`config.mk`:
```
export PLATFORM = sky130hd
export DESIGN_NAME = bs_sequencer
export DESIGN_NICKNAME = d
export VERILOG_FILES = /design/src/rtl/bs_pkg.sv /design/src/rtl/bs_sequencer.sv
export SDC_FILE = /design/constraint.sdc
export NUM_CORES = 1
export LEC_CHECK = 0
export BUFFER_PORTS_ARGS = -buffer_cell sky130_fd_sc_hd__clkbuf_2
export CORE_AREA = 2 2 39 41
export CTS_CLUSTER_SIZE = 25
export DETAILED_ROUTE_END_ITERATION = 16
export DIE_AREA = 0 0 41 43
export PLACE_DENSITY_LB_ADDON = 0.05
export SYNTH_ARGS = -nofsm -noshare
export SYNTH_HDL_FRONTEND = slang
export SYNTH_SLANG_ARGS = --single-unit
```
`constraint.sdc`:
```
create_clock -name clk -period 4.3 [get_ports clk]
set_clock_uncertainty 0.05 [all_clocks]
set_input_delay 0.645 -clock clk [delete_from_list [all_inputs] [get_ports clk]]
set_output_delay 0.645 -clock clk [all_outputs]
set_load 0.02 [all_outputs]
```
`src/rtl/bs_pkg.sv`:
```
// ----------------------------------------------------------------------------
// Bitonic sorter package
// Shared widths, register map, control word layout and sequencer step codes.
// ----------------------------------------------------------------------------
package bs_pkg;

    localparam int ELEM_W                = 32;
    localparam int ELEMENT_COUNT_DEFAULT = 16;

    // Configuration port: one 32-bit register per word address
    localparam int PADDR_W       = 3;
    localparam int PDATA_W       = 32;
    localparam int REG_IDX_W     = PADDR_W - 2;
    localparam int REG_SORT_ASC  = 0;

    typedef enum logic [1:0] {
        WAIT_NONE,
        WAIT_IN,
        WAIT_OUT
    } wait_sel_t;

    typedef enum logic [2:0] {
        MEM_NONE,
        MEM_LOAD,
        MEM_RD_PAIR,
        MEM_WR_LO,
        MEM_WR_HI,
        MEM_RD_EMIT
    } mem_op_t;

    typedef enum logic [1:0] {
        CNT_HOLD,
        CNT_INC,
        CNT_PAIR
    } cnt_op_t;

    typedef enum logic [1:0] {
        LVL_HOLD,
        LVL_CLR,
        LVL_TDEC,
        LVL_NEXT_STAGE
    } lvl_op_t;

    typedef enum logic [2:0] {
        JC_NEVER,
        JC_ALWAYS,
        JC_NOT_LAST_ELEM,
        JC_NOT_LAST_PAIR,
        JC_NOT_T_ZERO,
        JC_NOT_S_LAST
    } jmp_cond_t;

    // Program steps; the last step falls through to the first.
    typedef enum logic [2:0] {
        STEP_LOAD,
        STEP_READ,
        STEP_WR_LO,
        STEP_WR_HI,
        STEP_NEXT_J,
        STEP_NEXT_K,
        STEP_EMIT_RD,
        STEP_EMIT_OUT
    } step_t;

    typedef struct packed {
        wait_sel_t wait_sel;
        mem_op_t   mem_op;
        cnt_op_t   cnt_op;
        lvl_op_t   lvl_op;
        logic      out_load;
        jmp_cond_t jmp_cond;
        step_t     jmp_target;
    } ctrl_t;

    typedef struct packed {
        logic last_elem;
        logic last_pair;
        logic t_zero;
        logic s_last;
        logic cnt_zero;
        logic out_free;
    } status_t;

endpackage

```
`src/rtl/bs_sequencer.sv`:
```
// ----------------------------------------------------------------------------
// Bitonic sorter sequencer
// Step counter, control store and jump logic for the sort program.
// ----------------------------------------------------------------------------
module bs_sequencer
    import bs_pkg::*;
(
    input  logic    clk,
    input  logic    rst_n,
    input  status_t status,
    input  logic    load_valid,
    output ctrl_t   ctrl,
    output logic    go,
    output step_t   step
);

    step_t step_reg;
    step_t step_next;
    logic  jump;

    // Control store: one word per step.
    always_comb
    begin
        ctrl = '{wait_sel: WAIT_NONE, mem_op: MEM_NONE, cnt_op: CNT_HOLD,
                 lvl_op: LVL_HOLD, out_load: 1'b0, jmp_cond: JC_NEVER,
                 jmp_target: STEP_LOAD};
        case (step_reg)
            STEP_LOAD:
            begin
                ctrl.wait_sel   = WAIT_IN;
                ctrl.mem_op     = MEM_LOAD;
                ctrl.cnt_op     = CNT_INC;
                ctrl.lvl_op     = LVL_CLR;
                ctrl.jmp_cond   = JC_NOT_LAST_ELEM;
                ctrl.jmp_target = STEP_LOAD;
            end
            STEP_READ:
            begin
                ctrl.mem_op = MEM_RD_PAIR;
            end
            STEP_WR_LO:
            begin
                ctrl.mem_op = MEM_WR_LO;
            end
            STEP_WR_HI:
            begin
                ctrl.mem_op     = MEM_WR_HI;
                ctrl.cnt_op     = CNT_PAIR;
                ctrl.jmp_cond   = JC_NOT_LAST_PAIR;
                ctrl.jmp_target = STEP_READ;
            end
            STEP_NEXT_J:
            begin
                ctrl.lvl_op     = LVL_TDEC;
                ctrl.jmp_cond   = JC_NOT_T_ZERO;
                ctrl.jmp_target = STEP_READ;
            end
            STEP_NEXT_K:
            begin
                ctrl.lvl_op     = LVL_NEXT_STAGE;
                ctrl.jmp_cond   = JC_NOT_S_LAST;
                ctrl.jmp_target = STEP_READ;
            end
            STEP_EMIT_RD:
            begin
                ctrl.mem_op = MEM_RD_EMIT;
            end
            STEP_EMIT_OUT:
            begin
                ctrl.wait_sel   = WAIT_OUT;
                ctrl.cnt_op     = CNT_INC;
                ctrl.out_load   = 1'b1;
                ctrl.jmp_cond   = JC_NOT_LAST_ELEM;
                ctrl.jmp_target = STEP_EMIT_RD;
            end
            default:
            begin
                ctrl.jmp_cond = JC_ALWAYS;
            end
        endcase
    end

    always_comb
    begin
        case (ctrl.wait_sel)
            WAIT_IN:  go = load_valid;
            WAIT_OUT: go = status.out_free;
            default:  go = 1'b1;
        endcase
    end

    always_comb
    begin
        case (ctrl.jmp_cond)
            JC_ALWAYS:        jump = 1'b1;
            JC_NOT_LAST_ELEM: jump = !status.last_elem;
            JC_NOT_LAST_PAIR: jump = !status.last_pair;
            JC_NOT_T_ZERO:    jump = !status.t_zero;
            JC_NOT_S_LAST:    jump = !status.s_last;
            default:          jump = 1'b0;
        endcase
    end

    always_comb
    begin
        step_next = step_reg;
        if (go)
        begin
            step_next = jump ? ctrl.jmp_target : step_t'(step_reg + 3'd1);
        end
    end

    always_ff @(posedge clk or negedge rst_n)
    begin
        if (!rst_n)
        begin
            step_reg <= STEP_LOAD;
        end
        else
        begin
            step_reg <= step_next;
        end
    end

    assign step = step_reg;

endmodule

```
-- Word level (Yosys, flattened, before mapping)
Index checks and enable logic that the tools add are counted.
- register bits after elaboration: 3
- add/subtract/negate cells: 1
- multiplexer cells: 9
- reduce and logical (&&, ||, !) cells: 6
- eq/ne operators: 14
- operators by type and width (operator ; count):
    $pmux 6 s5 ; 1
    $eq 3x3->1 const B ; 6
    $pmux 3 s5 ; 1
    $eq 3x2->1 const B ; 4
    $pmux 2 s2 ; 2
    $eq 3x1->1 const B ; 2
    $pmux 2 s3 ; 1
    $pmux 1 s5 ; 1
    $logic_not 1->1 ; 4
    $add 3x1->3 const B ; 1
    $logic_not 3->1 ; 1
    $mux 3 ; 1
    $eq 2x1->1 const B ; 1
    $eq 2x2->1 const B ; 1
    $pmux 1 s2 ; 1
    $reduce_or 2->1 ; 1
    $mux 1 ; 1

-- Depth between registers and ports, before layout
- depth after elaboration: 5
- mapped depth: 10
- gate-level depth less buffers: 9

-- Worst setup path after synthesis
No wires, ideal clock.
- path kind: reg2out
- start: reg step_reg[1], in the netlist step[1]
- end: out go
- cell stages (with the launch flop): 5
- buffers on the path: 0
- arrival: 1.928 ns
- required time: 3.605 ns
- setup slack: 1.677 ns
- cell sequence: dfrtp_1 > ha_1 > ha_1 > nor3b_1 > o211ai_1
- longest elaborated chain between the ends: 4
- RTL lines (what ; RTL line ; RTL):
    start: declaration ; bs_sequencer.sv:17 ; step_t step_reg;
    start signal: assignment ; bs_sequencer.sv:121 ; step_reg <= step_next;
    $eq 3x3->1 / $logic_not 3->1 (equally long branches) ; bs_sequencer.sv:27 ; case (step_reg)
    $pmux 2 s2 * ; bs_sequencer.sv:27 ;
    $eq 2x2->1 / $eq 2x1->1 (equally long branches) ; bs_sequencer.sv:85 ; case (ctrl.wait_sel)
    $pmux 1 s2 * ; bs_sequencer.sv:85 ;
    end: declaration ; bs_sequencer.sv:13 ; output logic go,
Mark *: on every way between the ends. The rest lies on a longest branch, timed or not.

-- Final worst setup path
- start: reg step_reg[0], in the netlist step[0]
- end: out go
The elaborated chain is that of the path after synthesis.

==> impl_metrics.prom <==
# TYPE chip_impl_metric gauge
chip_impl_metric{name="yosysWarnings",unit=""} 0
chip_impl_info{name="critPathSlowestCell",value="sky130_fd_sc_hd__dfrtp_1"} 1
chip_impl_metric{name="cts_post_setup_buffers_inserted",unit=""} 0
chip_impl_metric{name="grt_first_pass_wirelength",unit="um"} 2049
chip_impl_metric{name="critical_path_fanouts_max",unit=""} 12
chip_impl_metric{name="ctsResizeCount",unit=""} 0
chip_impl_metric{name="die_area",unit="sq um"} 1763
chip_impl_info{name="critical_path_class",value="reg2out"} 1
chip_impl_metric{name="die_w",unit="um"} 41
chip_impl_info{name="clockRootBuffer",value="sky130_fd_sc_hd__clkbuf_4"} 1
chip_impl_metric{name="final_hold_viol_count",unit=""} 0
chip_impl_metric{name="tns",unit="ns"} 0
chip_impl_info{name="dominant_combinational_cell_family_by_area_after_synthesis",value="simple AND/OR/NAND/NOR gates"} 1
chip_impl_metric{name="postCtsHoldBufs",unit=""} 0
chip_impl_info{name="hp-class",value="in2async"} 1
chip_impl_metric{name="drive_gt1_share",unit="%"} 38.61
chip_impl_metric{name="synth_compound_gate_area_share",unit="%"} 24.51
chip_impl_metric{name="final.min_clock_period",unit="ns"} 3.129
chip_impl_metric{name="period_share",unit="%"} 72.76
chip_impl_metric{name="yosys.area_share.xor_xnor",unit="%"} 0
chip_impl_metric{name="max_slew.worst_pin.slew",unit="ns"} 0.5815
chip_impl_metric{name="grtUsageTotal",unit="%"} 16.50
chip_impl_metric{name="design.core.area",unit="sq um"} 1384
chip_impl_metric{name="route.detailed.drc",unit=""} 0
chip_impl_metric{name="synth-async-reset-ratio",unit="%"} 100.0
chip_impl_info{name="grt_setup_unrepaired",value="no"} 1
chip_impl_metric{name="gp_congestion",unit=""} 0.6859
chip_impl_info{name="layout.cells.most_common_list",value="sky130_fd_sc_hd__clkbuf_2 (27), sky130_fd_sc_hd__nand2_1 (9), sky130_fd_sc_hd__inv_1 (9), sky130_fd_sc_hd__ha_1 (9), sky130_fd_sc_hd__nor2_1 (8)"} 1
chip_impl_metric{name="insertion_delay",unit="ns"} 0.23
chip_impl_metric{name="worstPathArrival",unit="ns"} 2.43
chip_impl_metric{name="grt.overflow.total",unit=""} 0
chip_impl_metric{name="numCtsBuffers",unit=""} 3
chip_impl_metric{name="clock_tree.buffer_depth",unit=""} 2
chip_impl_metric{name="grt_start_max_net_pins",unit=""} 17
chip_impl_metric{name="total_of_flip_flops_plus_latches_after_synthesis",unit=""} 3
chip_impl_metric{name="fill_cells",unit=""} 158
chip_impl_metric{name="finalWorstSetupSlack",unit="ns"} 1.171
chip_impl_info{name="synth_largest_area_cell",value="sky130_fd_sc_hd__ha_1"} 1
chip_impl_metric{name="cts.reportedPaths.clkPinSlew",unit="ns"} 0.04
chip_impl_info{name="ys_top_cells_by_area",value="sky130_fd_sc_hd__ha_1 (20%), sky130_fd_sc_hd__dfrtp_1 (13%), sky130_fd_sc_hd__inv_1 (5.9%)"} 1
chip_impl_metric{name="largest_register_ffs",unit=""} 3
chip_impl_metric{name="number_of_enable_type_register_cells_in_the_synthesized_netlist",unit=""} 0
chip_impl_info{name="cpLargestDelayFamily",value="adder cells"} 1
chip_impl_metric{name="synth_top_area_share",unit="%"} 19.52
chip_impl_metric{name="timing.final.setup_violations",unit=""} 0
chip_impl_metric{name="synthSimpleGateAreaFrac",unit="%"} 25.38
chip_impl_metric{name="drt-wirelength-per-cell",unit="um"} 10.22
chip_impl_info{name="cts_tree",value="yes"} 1
chip_impl_metric{name="io_pins",unit=""} 29
chip_impl_metric{name="yosysSeqAreaShare",unit="%"} 13.02
chip_impl_metric{name="initial_antenna_violation_count",unit=""} 0
chip_impl_metric{name="cts.sink_count",unit=""} 3
chip_impl_metric{name="yosys.cell_types.count",unit=""} 32
chip_impl_metric{name="postSynthNetCount",unit=""} 94
chip_impl_metric{name="critical_path_required",unit="ns"} 3.61
chip_impl_metric{name="antenna-diode-count",unit=""} 0
chip_impl_metric{name="synthToLayoutAreaGrowth",unit="%"} 23.86
chip_impl_info{name="mostFrequentLayoutCell",value="sky130_fd_sc_hd__clkbuf_2"} 1
chip_impl_metric{name="critPathMaxStageDelay",unit="ns"} 0.61
chip_impl_metric{name="route.vias.total",unit=""} 559
chip_impl_metric{name="maxClockFrequency",unit="MHz"} 319.6
chip_impl_metric{name="core.rowCount",unit=""} 14
chip_impl_metric{name="drt_first_pass_iters",unit=""} 2
chip_impl_info{name="outcome",value="finished clean"} 1
chip_impl_metric{name="final_max_slew_viol_count",unit=""} 0
chip_impl_metric{name="cts-htree-levels",unit=""} 1
chip_impl_info{name="critPathCaptureType",value="output port"} 1
chip_impl_metric{name="layout.nets",unit=""} 120
chip_impl_metric{name="viasPerCell",unit=""} 4.778
chip_impl_metric{name="synthesized_instance_count",unit=""} 76
chip_impl_metric{name="syn-mean-instance-area",unit="sq um"} 7.590
chip_impl_metric{name="port_buffers",unit=""} 27
chip_impl_info{name="synth-main-ff-cell",value="sky130_fd_sc_hd__dfrtp_1"} 1
chip_impl_metric{name="synthesis.area",unit="sq um"} 576.8
chip_impl_metric{name="placement.setup.worst_slack",unit="ns"} 1.433
chip_impl_metric{name="slew_headroom",unit="%"} 61.06
chip_impl_metric{name="detail_route.wirelength",unit="um"} 1196
chip_impl_metric{name="post_synth_mux_area_share",unit="%"} 3.471
chip_impl_metric{name="cap_violations",unit=""} 0
chip_impl_metric{name="yosys.area_share.adder",unit="%"} 19.52
chip_impl_info{name="critical-path-top-cell-by-count",value="sky130_fd_sc_hd__ha_1"} 1
chip_impl_metric{name="floorplan.die.height",unit="um"} 43
chip_impl_metric{name="initial_standard_cell_utilization_of_the_core",unit="%"} 41.68
chip_impl_metric{name="grt_pass1_vias",unit=""} 485
chip_impl_metric{name="antenna_violating_nets_post_route",unit=""} 0
chip_impl_metric{name="critical_path.n_buffers_inverters",unit=""} 1
chip_impl_info{name="critPathLaunchType",value="flip-flop"} 1
chip_impl_info{name="cp_cell_sequence",value="ha_1 > ha_1 > nor3b_1 > o211ai_1 > clkbuf_2"} 1
chip_impl_metric{name="drt_iter0_markers",unit=""} 3
chip_impl_metric{name="detailed_place_hpwl",unit="um"} 935.5
-- worst register-to-register path, cell delays in order (launching register included) --
cell and delay [ns]:
sky130_fd_sc_hd__dfrtp_1 0.61, sky130_fd_sc_hd__ha_1 0.39, sky130_fd_sc_hd__ha_1 0.32, sky130_fd_sc_hd__nor3b_1 0.09, sky130_fd_sc_hd__o211ai_1 0.51, sky130_fd_sc_hd__nand2_1 0.13, sky130_fd_sc_hd__nor2_2 0.10, sky130_fd_sc_hd__a311oi_1 0.06
-- area by class of cell --
type | count | area (sq um) | area share [%]
well taps | 16 | 20.02 | 2.802
inverters | 10 | 37.54 | 5.254
multi-input cells | 57 | 420.4 | 58.84
flip-flops and latches | 3 | 75.07 | 10.51
repair buffers | 27 | 135.1 | 18.91
clock buffers | 4 | 26.28 | 3.678
-- synth_stat cells, types with 2 or more instances --
cell type	instances
sky130_fd_sc_hd__o21ai_2	2
sky130_fd_sc_hd__ha_1	9
sky130_fd_sc_hd__buf_2	2
sky130_fd_sc_hd__dfrtp_1	3
sky130_fd_sc_hd__nor3b_1	2
sky130_fd_sc_hd__nor2_1	8
sky130_fd_sc_hd__mux2i_1	2
sky130_fd_sc_hd__nand3_1	2
sky130_fd_sc_hd__inv_1	9
sky130_fd_sc_hd__nand2b_1	2
sky130_fd_sc_hd__a21oi_1	2
sky130_fd_sc_hd__buf_4	3
sky130_fd_sc_hd__nand2_1	9
sky130_fd_sc_hd__o21ai_0	3
-- layer usage --
layer | global-route usage [%] | vias to the layer above | share of wire, %
li1 | - | 304 | -
met1 | 23.62 | 242 | 49
met2 | 24.69 | 13 | 48
met3 | 0 | 0 | 3.7
met4 | 8.000 | 0 | 0
met5 | 0 | - | 0
-- cells by family (layout without fill, tap and decap cells) --
logic type | Yosys count | in the layout
AOI/OAI and AO/OA | 17 | 17
buffers and inverters | 16 | 41
and+or+nand+nor | 29 | 29
adders and majority gates | 9 | 9
muxes | 2 | 2
DFF | 3 | 3
-- path summary, 6_finish.rpt --
check | slack, ns | cells after the start | startpoint | end
worst max register to register | 1.87 | 7 | step[0] | step[0]
max in group asynchronous | 3.94 | 1 | rst_n | step[1]
min in group clk | 0.71 | 2 | step[1] | step[1]
worst max-delay path | 1.17 | 5 | step[0] | go
worst min register to register | 0.71 | 2 | step[1] | step[1]
worst min-delay path | 0.15 | 1 | rst_n | step[0]
-- metrics by stage --
step	std cells	area (sq um)	utilization, %	hold WS [ns]
floorplan	76	576.8	-	0.2994
global placement	113	688.2	49.73	0.3935
detailed placement	113	688.2	49.73	0.3939
CTS	117	714.4	51.63	0.1411
global route	117	714.4	51.63	0.1501
finish	117	714.4	51.63	0.1520
Power is not shown: default switching activity piles up to over one toggle a cycle in this logic, so the estimate is an artifact.
