$ cat src/rtl/bs_pkg.sv
// ----------------------------------------------------------------------------
// Bitonic sorter package
// Shared widths, register map, control word layout and sequencer step codes.
// ----------------------------------------------------------------------------
package bs_pkg;

    localparam int ELEM_W                = 32;
    localparam int ELEMENT_COUNT_DEFAULT = 16;

    // Configuration port: one 32-bit register per word address
    localparam int PADDR_W       = 3;
    localparam int PDATA_W       = 32;
    localparam int REG_IDX_W     = PADDR_W - 2;
    localparam int REG_SORT_ASC  = 0;

    typedef enum logic [1:0] {
        WAIT_NONE,
        WAIT_IN,
        WAIT_OUT
    } wait_sel_t;

    typedef enum logic [2:0] {
        MEM_NONE,
        MEM_LOAD,
        MEM_RD_PAIR,
        MEM_WR_LO,
        MEM_WR_HI,
        MEM_RD_EMIT
    } mem_op_t;

    typedef enum logic [1:0] {
        CNT_HOLD,
        CNT_INC,
        CNT_PAIR
    } cnt_op_t;

    typedef enum logic [1:0] {
        LVL_HOLD,
        LVL_CLR,
        LVL_TDEC,
        LVL_NEXT_STAGE
    } lvl_op_t;

    typedef enum logic [2:0] {
        JC_NEVER,
        JC_ALWAYS,
        JC_NOT_LAST_ELEM,
        JC_NOT_LAST_PAIR,
        JC_NOT_T_ZERO,
        JC_NOT_S_LAST
    } jmp_cond_t;

    // Program steps; the last step falls through to the first.
    typedef enum logic [2:0] {
        STEP_LOAD,
        STEP_READ,
        STEP_WR_LO,
        STEP_WR_HI,
        STEP_NEXT_J,
        STEP_NEXT_K,
        STEP_EMIT_RD,
        STEP_EMIT_OUT
    } step_t;

    typedef struct packed {
        wait_sel_t wait_sel;
        mem_op_t   mem_op;
        cnt_op_t   cnt_op;
        lvl_op_t   lvl_op;
        logic      out_load;
        jmp_cond_t jmp_cond;
        step_t     jmp_target;
    } ctrl_t;

    typedef struct packed {
        logic last_elem;
        logic last_pair;
        logic t_zero;
        logic s_last;
        logic cnt_zero;
        logic out_free;
    } status_t;

endpackage

$ cat src/rtl/bs_datapath.sv
// ----------------------------------------------------------------------------
// Bitonic sorter datapath
// Element memory, pair and level counters, compare-exchange and output word.
// ----------------------------------------------------------------------------
module bs_datapath
    import bs_pkg::*;
#(
    parameter int ELEMENT_COUNT = ELEMENT_COUNT_DEFAULT
)
(
    input  logic                     clk,
    input  logic                     rst_n,
    input  ctrl_t                    ctrl,
    input  logic                     go,
    input  logic                     sort_ascending,
    input  logic signed [ELEM_W-1:0] element,
    input  logic                     out_ready,
    output status_t                  status,
    output logic                     out_valid,
    output logic signed [ELEM_W-1:0] sorted_element,
    output logic                     final_flag
);

    localparam int LOG_N = $clog2(ELEMENT_COUNT);
    localparam int IDX_W = LOG_N;
    localparam int LVL_W = (LOG_N > 1) ? $clog2(LOG_N) : 1;

    logic signed [ELEM_W-1:0] mem [ELEMENT_COUNT];

    logic [IDX_W-1:0]         cnt_reg, cnt_next;
    logic [LVL_W-1:0]         s_reg, s_next;
    logic [LVL_W-1:0]         t_reg, t_next;
    logic signed [ELEM_W-1:0] rd_a_reg, rd_b_reg;
    logic                     out_valid_reg, out_valid_next;
    logic signed [ELEM_W-1:0] out_data_reg;
    logic                     out_final_reg;

    logic [IDX_W-1:0]         j_bit, low_mask, high_part, pair_lo, pair_hi, dir_sh;
    logic                     up, swap;
    logic                     mem_we, rd_en;
    logic [IDX_W-1:0]         wr_addr, rd_addr_a, rd_addr_b;
    logic signed [ELEM_W-1:0] wr_data;

    // Lower index of the current pair: a zero inserted at bit t of the count.
    always_comb
    begin
        j_bit     = IDX_W'(1) << t_reg;
        low_mask  = j_bit - IDX_W'(1);
        high_part = ((cnt_reg >> t_reg) << t_reg) << 1;
        pair_lo   = high_part | (cnt_reg & low_mask);
        pair_hi   = pair_lo | j_bit;
        dir_sh    = (pair_lo >> s_reg) >> 1;
    end

    assign status.last_elem = (cnt_reg == IDX_W'(ELEMENT_COUNT - 1));
    assign status.last_pair = (cnt_reg == IDX_W'(ELEMENT_COUNT / 2 - 1));
    assign status.t_zero    = (t_reg == '0);
    assign status.s_last    = (s_reg == LVL_W'(LOG_N - 1));
    assign status.cnt_zero  = (cnt_reg == '0);
    assign status.out_free  = !out_valid_reg || out_ready;

    // Blocks of the final size follow the register; smaller ones alternate.
    assign up   = status.s_last ? sort_ascending : !dir_sh[0];
    assign swap = up ? (rd_a_reg > rd_b_reg) : (rd_b_reg > rd_a_reg);

    always_comb
    begin
        mem_we    = 1'b0;
        rd_en     = 1'b0;
        wr_addr   = cnt_reg;
        wr_data   = element;
        rd_addr_a = pair_lo;
        rd_addr_b = pair_hi;
        case (ctrl.mem_op)
            MEM_LOAD:
            begin
                mem_we = go;
            end
            MEM_RD_PAIR:
            begin
                rd_en = go;
            end
            MEM_WR_LO:
            begin
                mem_we  = go;
                wr_addr = pair_lo;
                wr_data = swap ? rd_b_reg : rd_a_reg;
            end
            MEM_WR_HI:
            begin
                mem_we  = go;
                wr_addr = pair_hi;
                wr_data = swap ? rd_a_reg : rd_b_reg;
            end
            MEM_RD_EMIT:
            begin
                rd_en     = go;
                rd_addr_a = cnt_reg;
            end
            default:
            begin
                mem_we = 1'b0;
            end
        endcase
    end

    always_ff @(posedge clk)
    begin
        if (mem_we)
        begin
            mem[wr_addr] <= wr_data;
        end
        if (rd_en)
        begin
            rd_a_reg <= mem[rd_addr_a];
            rd_b_reg <= mem[rd_addr_b];
        end
    end

    always_comb
    begin
        cnt_next = cnt_reg;
        s_next   = s_reg;
        t_next   = t_reg;
        if (go)
        begin
            case (ctrl.cnt_op)
                CNT_INC:  cnt_next = cnt_reg + IDX_W'(1);
                CNT_PAIR: cnt_next = status.last_pair ? '0 : cnt_reg + IDX_W'(1);
                default:  cnt_next = cnt_reg;
            endcase
            case (ctrl.lvl_op)
                LVL_CLR:
                begin
                    s_next = '0;
                    t_next = '0;
                end
                LVL_TDEC:
                begin
                    t_next = t_reg - LVL_W'(1);
                end
                LVL_NEXT_STAGE:
                begin
                    s_next = s_reg + LVL_W'(1);
                    t_next = s_reg + LVL_W'(1);
                end
                default:
                begin
                    s_next = s_reg;
                end
            endcase
        end
    end

    always_comb
    begin
        out_valid_next = out_valid_reg;
        if (go && ctrl.out_load)
        begin
            out_valid_next = 1'b1;
        end
        else if (out_ready)
        begin
            out_valid_next = 1'b0;
        end
    end

    always_ff @(posedge clk or negedge rst_n)
    begin
        if (!rst_n)
        begin
            cnt_reg       <= '0;
            s_reg         <= '0;
            t_reg         <= '0;
            out_valid_reg <= 1'b0;
        end
        else
        begin
            cnt_reg       <= cnt_next;
            s_reg         <= s_next;
            t_reg         <= t_next;
            out_valid_reg <= out_valid_next;
        end
    end

    always_ff @(posedge clk)
    begin
        if (go && ctrl.out_load)
        begin
            out_data_reg  <= rd_a_reg;
            out_final_reg <= status.last_elem;
        end
    end

    assign out_valid      = out_valid_reg;
    assign sorted_element = out_data_reg;
    assign final_flag     = out_final_reg;

endmodule
$ cat config.mk
export PLATFORM = sky130hd
export DESIGN_NAME = bs_datapath
export DESIGN_NICKNAME = d
export VERILOG_FILES = /design/src/rtl/bs_pkg.sv /design/src/rtl/bs_datapath.sv
export SDC_FILE = /design/constraint.sdc
export NUM_CORES = 1
export LEC_CHECK = 0
export ABC_CLOCK_PERIOD_IN_PS = 6770
export BUFFER_PORTS_ARGS = -buffer_cell sky130_fd_sc_hd__buf_4
export CAP_MARGIN = 15
export CORE_MARGIN = 4
export CORE_UTILIZATION = 35
export DETAILED_ROUTE_END_ITERATION = 8
export MAX_ROUTING_LAYER = met4
export SYNTH_ARGS = -nofsm -noshare
export SYNTH_HDL_FRONTEND = slang
export SYNTH_SLANG_ARGS = --single-unit
export TNS_END_PERCENT = 1
$ cat constraint.sdc
create_clock -name clk -period 6.77 [get_ports clk]
set_input_delay 0.3385 -clock clk [delete_from_list [all_inputs] [get_ports clk]]
set_output_delay 0.3385 -clock clk [all_outputs]
set_load 0.1 [all_outputs]
After elaboration in Yosys (flattened, before gate mapping)
Memories as Yosys holds them, arrays and structs flattened. A register that Yosys moved wholly into a read port is not among the register bits.
Cells that the tools add are included.

storage, ports and cells
  flip-flop bits (word level) = 42
  memory bits (writable) = 512
  bits of input ports = 53
  memories kept = 1

cells by class
  add/subtract/negate cells = 4
  $lt $le $gt $ge = 2
  equality and inequality tests = 13
  shifts and indexed selects = 4
  muxes and demuxes = 17
  bitwise operators = 3
  reductions and logical operators = 15

memories
  name  depth  bits a word  rd ports  clocked after Yosys merged registers in  write ports  RTL line           source
  mem   16     32           2         2                                        1            bs_datapath.sv:28  logic signed [ELEM_W-1:0] mem [ELEMENT_COUNT];

operator list
  cell                                             count
  greater-than comparator 32 bit                   2
  2-to-1 mux 32 bit                                2
  one-hot mux 32 bit (2 select lines)              1
  one-hot mux 4 bit (2 select lines)               2
  == test 2 bit, second input constant             4
  2-to-1 mux 1 bit                                 8
  2-to-1 mux 4 bit                                 2
  bitwise OR 4 bit                                 2
  == test 3 x 2 -> 1 bit, second input constant    2
  == test 3 bit, second input constant             2
  one-hot mux 2 bit (3 select lines)               1
  AND reduction 2 bit                              3
  nonzero test 2 bit                               3
  adder 4 x 1 -> 4 bit, second input constant      1
  bitwise AND 4 bit                                1
  == test 2 x 1 -> 1 bit, second input constant    2
  == test 4 x 3 -> 1 bit, second input constant    1
  == test 4 bit, second input constant             1
  zero test 4 bit                                  1
  one-hot mux 2 bit (2 select lines)               1
  << shifter 1 x 2 -> 4 bit, first input constant  1
  << shifter 4 x 2 -> 3 bit                        1
  right shift 4 x 2 -> 2 bit                       1
  right shift 4 x 2 -> 4 bit                       1
  other kinds (11)                                 12

Logic depth before layout (Yosys ltp)
Gate-level depths: netlist of run 1.

  depth after elaboration = 10
  mapped depth = 11

Worst setup path after synthesis of run 1
No wires, ideal clock.

  path kind = input-to-reg
  start point = input port ctrl[11] (netlist name)
  end point = register rd_a_reg[0] (read register of mem) (enable)
  setup time = 0.584 ns
  arrival = 5.333 ns
  data required time = 6.186 ns
  slack = 0.853 ns
  stages = 3
  buffers on the path = 1
  cell sequence = buf_6 > nand3b_1 > a21boi_0

between the ends
  cells in the longest elaborated chain, start to end = 3
  elaborated cells between the ends (all ways) = 5
  classes of those cells = 2 x eq/ne; 2 x mux; 1 x reduce/logical

ends and longest elaborated chain
  item                                                     RTL line           source
  from (decl)                                              bs_datapath.sv:13  input ctrl_t ctrl,
  == test 3 bit or == test 3 x 2 -> 1 bit (tied branches)  bs_datapath.sv:74  case (ctrl.mem_op)
  OR reduction 2 bit (no line) (*)                         -
  2-to-1 mux 1 bit (*)                                     bs_datapath.sv:74
  net rd_en                                                bs_datapath.sv:40  logic mem_we, rd_en;
  to (decl)                                                bs_datapath.sv:33  logic signed [ELEM_W-1:0] rd_a_reg, rd_b_reg;

Mark *: on every way through the listed nets, which the timed path passes. The rest lies on a longest branch.
A chain may end at the register's enable or synchronous reset.

Worst setup path after layout of run 1
  start point = register rd_a_reg[5] (read register of mem)
  end point = memory mem[3][19] (data pin)

between the ends
  cells in the longest elaborated chain, start to end = 4
  elaborated cells between the ends (all ways) = 6
  classes of those cells = 2 x order compare; 4 x mux

ends and longest elaborated chain
  item                                         RTL line                              source
  greater-than comparator 32 bit               bs_datapath.sv:64                     assign swap = up ? (rd_a_reg > rd_b_reg) : (rd_b_reg > rd_a_reg);
  2-to-1 mux 1 bit (*)                         bs_datapath.sv:64
  2-to-1 mux 32 bit, on equally long branches  bs_datapath.sv:93, bs_datapath.sv:87
  one-hot mux 32 bit (2 select lines) (*)      bs_datapath.sv:74
  net wr_data[19]                              bs_datapath.sv:42                     logic signed [ELEM_W-1:0] wr_data;
  to (decl)                                    bs_datapath.sv:28

Marked as above.

==> flow_metrics.tcl, run 1 <==
set metrics [dict create \
    outcome "complete, no violations" \
    clock_sinks 618 \
    final_cells 2822 \
    synth_top_area_share_pct 63.7 \
    clock-root-buffer "clkbuf_16" \
    cp_max_fo 21 \
    reg2regPathDepth 11 \
    dr_total_vias 16800 \
    clock_path_buffers 3 \
    critical_path_class "reg -> reg" \
    synthXorXnorAreaFrac_pct 0.122 \
    min_period_ns 4.80 \
    max_flop_register "mem" \
    finClkSkew_ns 0.0253 \
    synth_compound_area_share_pct 5.59 \
    required_ns 7.09 \
    synth.avg_cell_area_um2 17.7 \
    hold_buffers 5 \
    fp.dieH_um 294 \
    post_dp_cell_area_um2 30800 \
    maxSlewViolCount 0 \
    rr_endpoint "mem[3][19]$_DFFE_PP_" \
    dr.pass1.iters 5 \
    die_area_um2 86700 \
    relSlewSlack_pct 23.2 \
    min_to "s_reg[0]$_DFFE_PN0P_" \
    arrival_ns 5.13 \
    rows 104 \
    n_antenna_cell 0 \
    syn_area_um2 28700 \
    ys_seq_elements 618 \
    fin_area_um2 33000 \
    synthAdderAreaFrac_pct 1.79 \
    cts_inserted_buffers 67 \
    start_util_pct 35.5 \
    synth-simple-area-share_pct 5.43 \
    wl_met3_mm 6.67 \
    htree_levels 3 \
    critPathCaptureType "register" \
    r2r_start "rd_a_reg[5]$_DFFE_PP_" \
    synthArstFlopShare_pct 1.46 \
    clkTransAtPathRegs_ns 0.06 \
    yosys-top-cells-area "edfxtp_1 (64%), mux4_2 (20%), nand2_1 (2.1%), ha_1 (1.8%), a211oi_1 (1.7%)" \
    startpoint_type "register" \
    leakagePower_nw 10.9 \
    port_buffers 84 \
    power_density_nw_per_um2 395 \
    grt_overflow 0 \
    synth_top_cell_by_area "edfxtp_1" \
    rsz0062_at_grt "no" \
    yosysMostFrequentCell "edfxtp_1" \
    ff2ff_setup_slack_ns 1.97 \
    detail_route.drc_violations 0 \
    muxShareOfSynthArea_pct 20.3 \
    post_drt_wl_per_cell_um 28.0 \
    synth_cell_types 60 \
    fin_crit_sh_pct 71.0 \
    wirelength_met1_mm 30.5 \
    drtIter0Drc 1783 \
    detail_route.vias_per_cell 5.95 \
    grt_pass1_wl_mm 116 \
    top_layer "met4" \
    hold_viol_final 0 \
    synth_ff_type "edfxtp_1" \
    cts_resized 0 \
    gp_congestion 0.765 \
    grt_util_all_layers_pct 18.8 \
    syn-instance-count 1621 \
    wl_met2_mm 39.7 \
    drive_gt1_share_pct 29.9 \
    synth_warnings 0 \
    tightest_slew_ns 1.15 \
    dp_cells 2697 \
    min_from "ctrl[7]" \
    area_delta_synth_final_pct 15.1 \
    cts_tree "yes" \
    drt-total-wl_mm 79.1 \
    tns_ns 0 \
    setup_viol 0 \
    clock_latency_ns 0.61 \
    die_x_um 294 \
    io_pins 93 \
    postLayoutCoreUtil_pct 40.8 \
    ys_seq_area_share_pct 64.5 \
    drv_cap 0 \
    post-cts-setup-buffers 0 \
    synth_top_family_by_area "multiplexers" \
    num-nets-final 1805 \
    largest_reg_flops 512 \
    place_hpwl_mm 43.6 \
    synth_edf_count 609 \
    synth_commonest_cells "edfxtp_1 (609), mux4_2 (256), nand2_1 (162)" \
    fmax_mhz 208 \
    holdPathStages 3 \
    antenna_found_initial 1 \
    hold_path_class "in -> reg" \
    grt_max_degree 129 \
    core-area_um2 80900 \
    ant_nets 0 \
    grt_pass1_vias 17500 \
    max-vdd-ir-drop_mv 0.346 \
    syn_nets 1715 \
]
[critical path, cell delays in order (launching register included)]
cell and delay, ns:
edfxtp_1 0.39, inv_1 0.07, ha_1 0.31, a21oi_1 0.17
o21ai_0 0.18, a221o_1 0.42, o31a_2 0.42, a211oi_4 0.38
mux2i_1 0.37, mux2i_4 0.66, buf_4 0.50, a221o_1 0.61
[power breakdown]
group	leakage [nW]	total, mW	internal (mW)	switching (mW)
Clock	1.10	3.73	2.23	1.51
Sequential	5.63	4.86	4.72	0.137
Combinational	4.15	4.44	1.76	2.68
Total	10.9	13.0	8.71	4.33
[metal layers]
layer,vias to the layer above,track usage (%)
met5,-,-
met3,151,3.96
met1,8884,23.2
li1,6926,-
met2,833,31.5
met4,0,5.49
[worst max path at each step]
stage                                 startpoint                    end  cells after the start  slack, ns
after floorplan                         ctrl[11]  rd_a_reg[0]$_DFFE_PP_                      3       0.85
after global placement    rd_a_reg[14]$_DFFE_PP_    mem[4][5]$_DFFE_PP_                     11       2.08
after detailed placement   rd_a_reg[5]$_DFFE_PP_    mem[3][5]$_DFFE_PP_                     11       1.98
after CTS                  rd_a_reg[5]$_DFFE_PP_    mem[4][5]$_DFFE_PP_                     11       1.95
after global routing       rd_a_reg[5]$_DFFE_PP_   mem[9][19]$_DFFE_PP_                     11       1.84
final                      rd_a_reg[5]$_DFFE_PP_   mem[3][19]$_DFFE_PP_                     11       1.97
[logic make-up (layout without fill, tap and decap cells)]
| group | count (synthesis) | after routing |
|---|---|---|
| multiplexers | 261 | 261 |
| buffers and inverters | 156 | 297 |
| AO/OA/AOI/OAI | 216 | 216 |
| AND/OR/NAND/NOR | 325 | 325 |
| XOR/XNOR | 4 | 4 |
| flip-flops | 618 | 618 |
| adder cells (fa/ha/maj) | 41 | 41 |
[through the flow]
step / worst slack, ns / hold WS [ns] / power (mW)
2_1_floorplan: 0.853 / 0.0429 / 8.05
3_3_place_gp: 2.08 / 0.169 / 9.34
3_5_place_dp: 1.98 / 0.170 / 9.38
4_1_cts: 1.95 / 0.0275 / 13.1
5_1_grt: 1.84 / 0.0655 / 13.6
6_report: 1.97 / 0.0627 / 13.0
[placed cells by master, fill, tap and decap left out, types with 4 or more instances in the layout]
| cell type | instances |
|---|---|
| a211oi_1 | 65 |
| a21o_1 | 5 |
| a21oi_1 | 15 |
| a221o_1 | 33 |
| a31oi_1 | 64 |
| and2_1 | 63 |
| and3_1 | 33 |
| buf_4 | 127 |
| bufinv_16 | 9 |
| clkbuf_1 | 13 |
| clkbuf_16 | 69 |
| clkinv_1 | 5 |
| clkinv_2 | 13 |
| dfrtp_1 | 9 |
| dlygate4sd3_1 | 5 |
| edfxtp_1 | 609 |
| ha_1 | 41 |
| inv_1 | 41 |
| inv_6 | 4 |
| mux4_2 | 256 |
| nand2_1 | 161 |
| nand3_1 | 8 |
| nand4_1 | 8 |
| nor2_1 | 8 |
| nor2_4 | 15 |
| nor3_2 | 4 |
| o21ai_0 | 9 |
| o22ai_1 | 4 |
[final cells by class]
class                           instances  area [um2]
Clock inverter                         38         463
Clock buffer                           82        1780
Multi-Input combinational cell        847        9760
Fill cell                            7214       47900
Sequential cell                       618       18500
Timing Repair Buffer                  134        1040
Inverter                               43         161
Tap cell                             1060        1330
Note: power is estimated with default switching activity, not from simulation.
==> run 2: changes to the inputs <==
--- a/config.mk
+++ b/config.mk
@@ -5,7 +5,7 @@
 export SDC_FILE = /design/constraint.sdc
 export NUM_CORES = 1
 export LEC_CHECK = 0
-export ABC_CLOCK_PERIOD_IN_PS = 6770
+export ABC_CLOCK_PERIOD_IN_PS = 4800
 export BUFFER_PORTS_ARGS = -buffer_cell sky130_fd_sc_hd__buf_4
 export CAP_MARGIN = 15
 export CORE_MARGIN = 4
==> constraint.sdc (replaced) <==
create_clock -name clk -period 4.8 [get_ports clk]
set_input_delay 0.24 -clock clk [delete_from_list [all_inputs] [get_ports clk]]
set_output_delay 0.24 -clock clk [all_outputs]
set_load 0.1 [all_outputs]
==> run 2 against run 1 <==
  * Register-to-register slack worse by 1.4 ns
  * Clock power up 30%
  * Clock skew down 0.0056 ns
  * Setup slack worse by 1.4 ns
  * Maximum frequency up 14%
  * Critical path type unchanged
  * Critical endpoint is now mem[14][0]$_DFFE_PP_
==> flow_metrics.tcl, run 2 (synthesis gave the netlist of run 1 again) <==
set metrics [dict create \
    fin_crit_sh_pct 87.5 \
    relSlewSlack_pct 23.6 \
    fp.dieH_um 294 \
    min_period_ns 4.20 \
    cp_max_fo 16 \
    clkTransAtPathRegs_ns 0.06 \
    cts_tree "yes" \
    final_common_cell "edfxtp_1" \
    grt_max_degree 129 \
    outcome "complete, no violations" \
    sw_frac_of_total_pct 33.5 \
    fin_area_um2 33100 \
    required_ns 5.11 \
    largest_reg_flops 512 \
    cpMostUsedCell "nand2_1" \
    grt_pass1_vias 17800 \
    detail_route.vias_per_cell 6.01 \
    drv_cap 0 \
    crit_chain "inv_1 > ha_1 > xor2_1 > o32ai_2 > nor3b_1 > o41a_1 > nand2_1 > nand2_1 > o2111ai_4 > buf_4 > a221o_1" \
    post-cts-setup-buffers 0 \
    gp_congestion 0.766 \
    clock_sinks 618 \
    critPathCaptureType "register" \
    mostFrequentLayoutCells "edfxtp_1 (609), mux4_2 (256), nand2_1 (161)" \
    area_delta_synth_final_pct 15.3 \
    num-nets-final 1816 \
    max-vdd-ir-drop_mv 0.490 \
    maxSlewViolCount 0 \
    netSwitchingPower_mw 6.06 \
    dr_total_vias 17000 \
    hold_path_class "in -> reg" \
    critical_path_class "reg -> reg" \
    drtIter0Drc 2049 \
    clkPwrFrac_pct 26.8 \
    startpoint_type "register" \
    slowest_delay_ns 0.61 \
    grt_util_all_layers_pct 19.4 \
    die_x_um 294 \
    clock-root-buffer "clkbuf_16" \
    clock_latency_ns 0.60 \
    hold_viol_final 0 \
    port_buffers 84 \
    grt_pass1_wl_mm 119 \
    rsz0062_at_grt "no" \
    post_drt_wl_per_cell_um 28.8 \
    dr.pass1.iters 7 \
    finClkSkew_ns 0.0196 \
    tns_ns 0 \
    ant_nets 0 \
    start_util_pct 35.5 \
    clock_path_buffers 3 \
    internal_power_mw 12.1 \
    arrival_ns 4.51 \
    rows 104 \
    place_hpwl_mm 43.4 \
    max_flop_register "mem" \
    drive_gt1_share_pct 29.4 \
    cts_inserted_buffers 66 \
    power_density_nw_per_um2 547 \
    tightest_slew_ns 1.15 \
    final_cells 2827 \
    antenna_found_initial 0 \
    htree_levels 3 \
    setup_viol 0 \
    die_area_um2 86700 \
    io_pins 93 \
    dp_cells 2704 \
    fmax_mhz 238 \
    slowest_stage "o2111ai_4" \
    detail_route.drc_violations 0 \
    post_dp_cell_area_um2 31000 \
    n_antenna_cell 0 \
    p_seq_share_pct 37.8 \
    grt_overflow 0 \
    leakagePower_nw 10.9 \
    drt-total-wl_mm 81.3 \
    pwr-share-comb_pct 35.4 \
    core-area_um2 80900 \
    ff2ff_setup_slack_ns 0.60 \
]
[run 2: area by class of cell]
cell class | count | area [um2]
timing repair buffer | 146 | 1330
clock buffer | 80 | 1750
inverter | 43 | 161
tap | 1060 | 1330
clock inverter | 33 | 274
fill | 7144 | 47800
sequential | 618 | 18500
multi-input combinational | 847 | 9760
[run 2: stage by stage]
stage	util (%)	setup WS (ns)	power [mW]	hold WS (ns)
floorplan	-	-0.696	11.4	-0.0556
global placement	38.3	0.712	13.3	0.0703
detailed placement	38.3	0.642	13.4	0.0741
CTS	40.9	0.644	18.2	0.0681
global route	40.9	0.464	18.9	0.118
finish	40.9	0.598	18.1	0.115
[run 2: power groups by stage]
stage / Clock (mW) / Sequential, mW / Combinational (mW)
after global routing: 5.19 / 6.88 / 6.86
after floorplan: 0 / 6.99 / 4.36
final: 4.85 / 6.86 / 6.41
after global placement: 0 / 6.95 / 6.34
after detailed placement: 0 / 6.96 / 6.40
after CTS: 4.96 / 6.85 / 6.42
[run 2: worst paths after layout]
kind / start / endpoint / cells after the start
worst max-delay path: t_reg[0]$_DFFE_PN0P_ / mem[14][0]$_DFFE_PP_ / 11
worst min-delay path: ctrl[10] / cnt_reg[2]$_DFFE_PN0P_ / 5
worst max register to register: t_reg[0]$_DFFE_PN0P_ / mem[14][0]$_DFFE_PP_ / 11
worst min register to register: rd_a_reg[27]$_DFFE_PP_ / sorted_element[27]$_DFFE_PP_ / 0
max in group asynchronous: rst_n / s_reg[1]$_DFFE_PN0P_ / 3
min in group asynchronous: rst_n / cnt_reg[3]$_DFFE_PN0P_ / 3
[run 2: worst max-delay path, delay by kind of cell, from the launching register on]
family                     cells  cell delay [ns]
AOI/OAI and AO/OA              4             1.84
buffers and inverters          2             0.57
DFF                            1             0.46
and+or+nand+nor                3             0.41
adders and majority gates      1             0.40
xor gates and xnor gates       1             0.21
[run 2: timing repair]
| item | in CTS | in global routing |
|---|---|---|
| gates resized for setup | 0 | 0 |
| hold endpoints to repair | 14 | 0 |
| hold buffers | 10 | 0 |
[run 2: metal layers]
layer | part of all wire [%] | track usage [%] | vias to the layer above
met1 | 41 | 25.5 | 8983
met2 | 47 | 30.3 | 887
met3 | 8.7 | 4.22 | 181
li1 | - | - | 6943
met4 | 3.3 | 6.59 | 0
met5 | 0 | - | -
